$ cat src/design/tcgw_pkg.sv
// shared constants, codes and types of the text console glyph writer
// no dependencies; imported by every module of the block
package tcgw_pkg;

  localparam int GLYPH_COUNT     = 128;
  localparam int MAX_SCREEN_DIM  = 4096;
  localparam int WORDS_PER_GLYPH = 4;
  localparam int STORE_WORDS     = GLYPH_COUNT * WORDS_PER_GLYPH;
  localparam int ADDR_W          = $clog2(STORE_WORDS);
  localparam int GLYPH_ROWS      = 16;
  localparam int ROW_CNT_W       = $clog2(GLYPH_ROWS);

  localparam int DIM_W    = 13;
  localparam int COL_W    = 10;
  localparam int ROW_W    = 9;
  localparam int PIX_W    = 24;
  localparam int CODE_W   = 8;
  localparam int WIDX_W   = 9;
  localparam int WORD_W   = 32;
  localparam int MASK_W   = 8;
  localparam int S_DATA_W = 56;
  localparam int M_DATA_W = 32;

  localparam logic [DIM_W-1:0]  DIM_LIMIT      = DIM_W'(MAX_SCREEN_DIM);
  localparam logic [DIM_W-1:0]  WIDTH_RESET    = DIM_W'(1024);
  localparam logic [DIM_W-1:0]  HEIGHT_RESET   = DIM_W'(768);
  localparam logic [CODE_W-1:0] NEWLINE_CODE   = CODE_W'(10);
  localparam int                DRAWABLE_LIMIT = 128;

  // input item kinds
  localparam logic KIND_LOAD = 1'b0;
  localparam logic KIND_CHAR = 1'b1;

  // configuration register indexes
  localparam logic REG_WIDTH  = 1'b0;
  localparam logic REG_HEIGHT = 1'b1;

  // what the cursor tells the row engine about the character just taken
  typedef struct packed {
    logic [PIX_W-1:0] pix_base;
    logic             wrap_clear;
  } cursor_info_t;

endpackage

$ cat src/design/tcgw_cursor.sv
// text cursor: column and row registers, advance and wrap, base pixel offset
// depends on tcgw_pkg for widths and cursor_info_t
module tcgw_cursor (
  input  logic                        clk,
  input  logic                        rst,
  input  logic                        step,
  input  logic [tcgw_pkg::CODE_W-1:0] code,
  input  logic [tcgw_pkg::DIM_W-1:0]  width_px,
  input  logic [tcgw_pkg::DIM_W-1:0]  height_px,
  output tcgw_pkg::cursor_info_t      info
);
  import tcgw_pkg::*;

  logic [COL_W-1:0] col;
  logic [ROW_W-1:0] row;
  logic [COL_W-1:0] col_inc;
  logic [ROW_W-1:0] row_inc;
  logic [COL_W-1:0] cols;
  logic [ROW_W-1:0] rows;
  logic             wrap_line;
  logic [2*DIM_W-1:0] line_off;

  assign cols      = width_px[DIM_W-1:3];
  assign rows      = height_px[DIM_W-1:4];
  assign col_inc   = col + COL_W'(1);
  assign row_inc   = row + ROW_W'(1);
  assign wrap_line = (col_inc >= cols) || (code == NEWLINE_CODE);

  assign line_off        = {row, 4'b0000} * width_px;
  assign info.pix_base   = line_off[PIX_W-1:0] + PIX_W'({col, 3'b000});
  assign info.wrap_clear = wrap_line && (row_inc >= rows);

  always_ff @(posedge clk) begin
    if (rst) begin
      col <= '0;
      row <= '0;
    end else if (step) begin
      if (wrap_line) begin
        col <= '0;
        row <= info.wrap_clear ? '0 : row_inc;
      end else begin
        col <= col_inc;
      end
    end
  end

endmodule

$ cat config.mk
export PLATFORM = sky130hd
export DESIGN_NAME = tcgw_cursor
export DESIGN_NICKNAME = d
export VERILOG_FILES = /design/src/design/tcgw_pkg.sv /design/src/design/tcgw_cursor.sv
export SDC_FILE = /design/constraint.sdc
export NUM_CORES = 1
export LEC_CHECK = 0
export BUFFER_PORTS_ARGS = -buffer_cell sky130_fd_sc_hd__buf_2
export CAP_MARGIN = 20
export CORE_MARGIN = 2
export CORE_UTILIZATION = 62
export DETAILED_ROUTE_END_ITERATION = 10
export GPL_TIMING_DRIVEN = 0
export PLACE_DENSITY = 0.8
export SETUP_SLACK_MARGIN = 0.1
export SLEW_MARGIN = 5
export SYNTH_ARGS = -nofsm -noshare
export SYNTH_HDL_FRONTEND = slang
export SYNTH_SLANG_ARGS = --single-unit
$ cat constraint.sdc
create_clock -name clk -period 7.25 [get_ports clk]
set_input_delay 0.725 -clock clk [delete_from_list [all_inputs] [get_ports clk]]
set_output_delay 0.725 -clock clk [all_outputs]
set_load 0.005 [all_outputs]
======== After elaboration in Yosys (flattened, before gate mapping) ========
Cells that the tools add are included.
word-level totals
  output and inout port bits .............. 25
  word-level logic and storage cells ...... 14
  bits of input ports ..................... 37
  register bits after elaboration ......... 19
operators by class
  $lt $le $gt $ge ......................... 2
  muxes and demuxes ....................... 2
  reduce and logical (&&, ||, !) cells .... 3
  $mul .................................... 1
  equal/unequal tests ..................... 1
  $add $sub $neg .......................... 3
operators by type and width
  kind                                            number
  adder 24 x 13 -> 24 bit                         1
  multiplier 9 x 13 -> 20 bit                     1
  adder 10 x 1 -> 10 bit (second input constant)  1
  >= comparator 10 bit                            1
  two-way mux 10 bit                              1
  adder 9 x 1 -> 9 bit (second input constant)    1
  >= comparator 9 bit                             1
  two-way mux 9 bit                               1
  == test 8 x 4 -> 1 bit (second input constant)  1
  AND reduction 2 bit                             1
  logical AND 1 bit                               1
  logical OR 1 bit                                1

======== Depth between registers and ports, before layout ========
  depth in word-level cells ............... 5
  gate-level depth with buffers ........... 23
  gate-level depth less buffers ........... 21

======== Worst setup path after synthesis ========
Ideal clock, no wire load.
  kind .................................... input to output
  start ................................... input width_px[5] (netlist bit)
  end ..................................... output info[24] (netlist bit)
  required time ........................... 6.525 ns
  data arrival time ....................... 5.256 ns
  buffers on the path ..................... 1
  setup slack ............................. 1.269 ns
  stages on the path ...................... 19
  cells stage by stage .................... clkbuf_1 nand2_1 fa_1 inv_1 fa_1 inv_1 fa_1 fa_1 inv_1 ha_1 o21ai_1 nor3_1 or4_1 a21oi_2 o221ai_1 a21oi_2 xnor2_1 nand4_1 xnor2_1
RTL lines
  what                RTL line           source
  start: declaration  tcgw_cursor.sv:8   input logic [tcgw_pkg::DIM_W-1:0] width_px,
  end: declaration    tcgw_cursor.sv:10  output tcgw_pkg::cursor_info_t info

==> out/metrics.csv <==
stage;metric;value;unit
clock_network;ctsHoldBuffers;0;
clock_network;tritoncts;yes;
sta;maxSlewHeadroom;48.1;%
global_routing;grt_overflow;0;
critical_path;critPathCaptureType;primary output;
yosys;async_reset_ff_share;0;%
critical_path;crit_path_start_kind;flip-flop;
yosys;synth_compound_area_share;9.55;%
yosys;ys_seq_area_share;6.83;%
yosys;synth_top_family_by_area;adder cells;
power;p_seq_share;46.4;%
yosys;synth_top_area_cell;fa_1;
yosys;ys_warn_count;0;
global_routing;grt_pass1_wl;22.0;mm
yosys;synth_ff_type;dfxtp_1;
power;netSwitchingPower;70.0;uW
routing;drtPass1Iterations;5;
power;leakagePower;0.00328;uW
floorplanning;die_area;9750;um2
yosys;yosysUniqueCellTypes;46;
routing;drt-initial-drc-count;214;
layout;nets;917;
sta;tns;0;ps
power;switching_share;30.2;%
global_routing;antenna_found_initial;0;
yosys;synth-seq-cells;19;
power;peakVddDrop;0.0000845;V
sta;final.min_clock_period;6740;ps
power;intPower;162;uW
clock_network;ctsRootBufferMaster;clkbuf_8;
yosys;synth_area_leaders;fa_1 28%, ha_1 15%, inv_1 8.2%;
floorplanning;die_h;98.8;um
global_routing;grt_pass1_vias;4901;
global_routing;grt_usage;27.1;%
sta;fin_crit_sh;93.0;%
power;p_comb_share;19.5;%
floorplanning;fp.dieW;98.8;um
worst_hold_path;hold_path_class;reg -> reg;
sta;setup_viol_count_final;0;
routing;antenna_left;0;
yosys;postSynthCellCount;687;
yosys;synth-edff-count;0;
routing;drt_wl_total;12.4;mm
yosys;yosys.area_share.xor_xnor;8.00;%
layout;area_growth;7.39;%
critical_path;path_max_fanout;10;
placement;post-dp-hpwl;10.4;mm
routing;routedWlPerCell;14.7;um
sta;hold_violations;0;
job;cap_violations;0;
routing;num_vias;4738;
yosys;synthSimpleGateAreaFrac;22.1;%
sta;drv_slew;0;
global_routing;grt_max_degree;12;
clock_network;cts_buffers;3;
run_status;status;complete, no violations;
placement;portBuffers;44;
routing;drcViolationCount;0;
sta;rsz0062_at_grt;no;
power;power.share.clock;34.1;%
critical_path;crit_type;reg -> out;
clock_network;clk_path_buf_depth;2;
layout;diodes;0;
yosys;synth.cell_area;5570;um2
yosys;avgSynthCellArea;8.10;um2
floorplanning;core;8720;um2
yosys;synthMuxAreaShare;0.180;%
clock_network;cts_sinks;19;
floorplanning;start_util;63.8;%
yosys;synth.top_cell.area_share;28.0;%
sta;fmax;0.148;GHz
power;powerDensity;38.7;nW/um2
floorplanning;rows;34;
sta;clock-skew-final;4.10;ps
sta;hold_slack;540;ps
yosys;synth_fa_ha_area_share;42.7;%
layout;drive_gt1_share;8.70;%
placement;place.gp.congestion;0.867;
routing;via_per_inst;5.61;
critical_path;cp.required;6520;ps
clock_network;worst_skew_pair.late_latency;260;ps
floorplanning;io_pins;62;
critical_path;crit_arrival;6020;ps
clock_network;htree_levels;1;
sta;tightest_slew;775;ps
clock_network;clk_pin_slew;80;ps
sequential cells by signal (all words and copies together), names as in the netlist:
register / cells
col: 10
row: 9
stage by stage:
step / setup slack, ps / cell area [um2] / power, uW / instances / utilization, %
after floorplan: 1270 / 5580 / 135 / 689 / -
after global placement: 629 / 5930 / 152 / 841 / 68.0
after detailed placement: 444 / 5930 / 154 / 841 / 68.0
after CTS: 200 / 5980 / 230 / 845 / 68.5
after global routing: 113 / 5980 / 238 / 844 / 68.6
final: 507 / 5980 / 231 / 844 / 68.6
routing by layer:
layer  vias up  track usage, %  routed length (um)
li1       2265               -                   -
met1      2321            37.2                5340
met2       137            48.0                6300
met3        15            1.42                 651
met4         0            5.37                 139
met5         -               0                   0
cell type report:
type	count	area, um2
Multi-Input combinational cell	517	4600
Fill cell	742	2740
Inverter	122	458
Sequential cell	19	380
Timing Repair Buffer	44	220
Buffer	30	135
Tap cell	108	135
Clock buffer	3	41.3
Clock inverter	1	5.00
cells by family (layout without fill, tap and decap cells):
| logic type | count (synthesis) | in the layout |
|---|---|---|
| and+or+nand+nor | 234 | 234 |
| buffers and inverters | 153 | 200 |
| adders and majority gates | 143 | 143 |
| AOI/OAI and AO/OA | 86 | 86 |
| xor gates and xnor gates | 50 | 50 |
| DFF | 19 | 19 |
| other | 1 | 3 |
| muxes | 1 | 1 |
final timing paths:
check	startpoint	to	slack [ps]	cells after the start
max	row[1]	info[24]	510	20
min	col[1]	col[1]	540	2
max reg2reg	col[0]	col[4]	3450	14
min reg2reg	col[1]	col[1]	540	2
cell usage after synthesis (all sizes together) (6+ instances only):
master  count
nand3      23
nand4       6
fa         78
and2       66
xor2       16
nand2b     11
dfxtp      19
a21oi      34
a21o       13
a31oi       8
nor2b       6
xnor2      34
inv       122
ha         65
o21ai      16
and3        6
buf         6
nor2       17
nand4b      6
clkbuf     25
nand2      75
what timing repair did:
action                                  4_1_cts  5_1_grt
endpoints found under the setup margin        0        7
setup buffers                                 0        0
resized for setup                             0       11
critical path, stage by stage (launching register included):
cell and delay [ps]:
dfxtp_1 510, clkbuf_1 400, nand2_1 140, fa_1 530
inv_1 60, fa_1 450, ha_1 290, inv_1 50
fa_1 530, inv_1 70, fa_1 500, a211oi_2 310
nor3_1 130, or4_1 530, a21oi_2 270, o221ai_1 190
a21oi_2 170, xnor2_1 190, nand4_1 160, xnor2_1 150
buf_2 130
layout by cell type, fill, tap and decap left out, drive strengths merged:
cell type / netlist / layout
a21o: 13 / 13
a21oi: 34 / 34
a41oi: 1 / 1
xnor2: 34 / 34
nor4bb: 1 / 1
clkinv: 0 / 1
nand2b: 11 / 11
nand3: 23 / 23
a31oi: 8 / 8
conb: 1 / 3
o221ai: 1 / 1
a21boi: 2 / 2
o21a: 4 / 4
fa: 78 / 78
or4b: 1 / 1
nor2: 17 / 17
a211oi: 3 / 3
nand3b: 4 / 4
or2: 1 / 1
nor2b: 6 / 6
mux2i: 1 / 1
xor2: 16 / 16
ha: 65 / 65
nor3b: 1 / 1
nor4: 3 / 3
and3: 6 / 6
o21ai: 16 / 16
nand4b: 6 / 6
buf: 6 / 50
nor3: 5 / 5
a221o: 1 / 1
inv: 122 / 122
and4: 1 / 1
clkbuf: 25 / 27
o21bai: 3 / 3
and2: 66 / 66
or4: 1 / 1
dfxtp: 19 / 19
nand4: 6 / 6
nand2: 75 / 75
power by group through the flow:
stage | Sequential [uW] | Combinational, uW | Clock, uW
floorplan | 109 | 25.8 | 0
global placement | 110 | 42.5 | 0
detailed placement | 110 | 44.6 | 0
CTS | 107 | 44.7 | 77.5
global route | 107 | 49.9 | 80.9
finish | 107 | 45.1 | 79.0
Note: power is estimated with default switching activity, not from simulation.
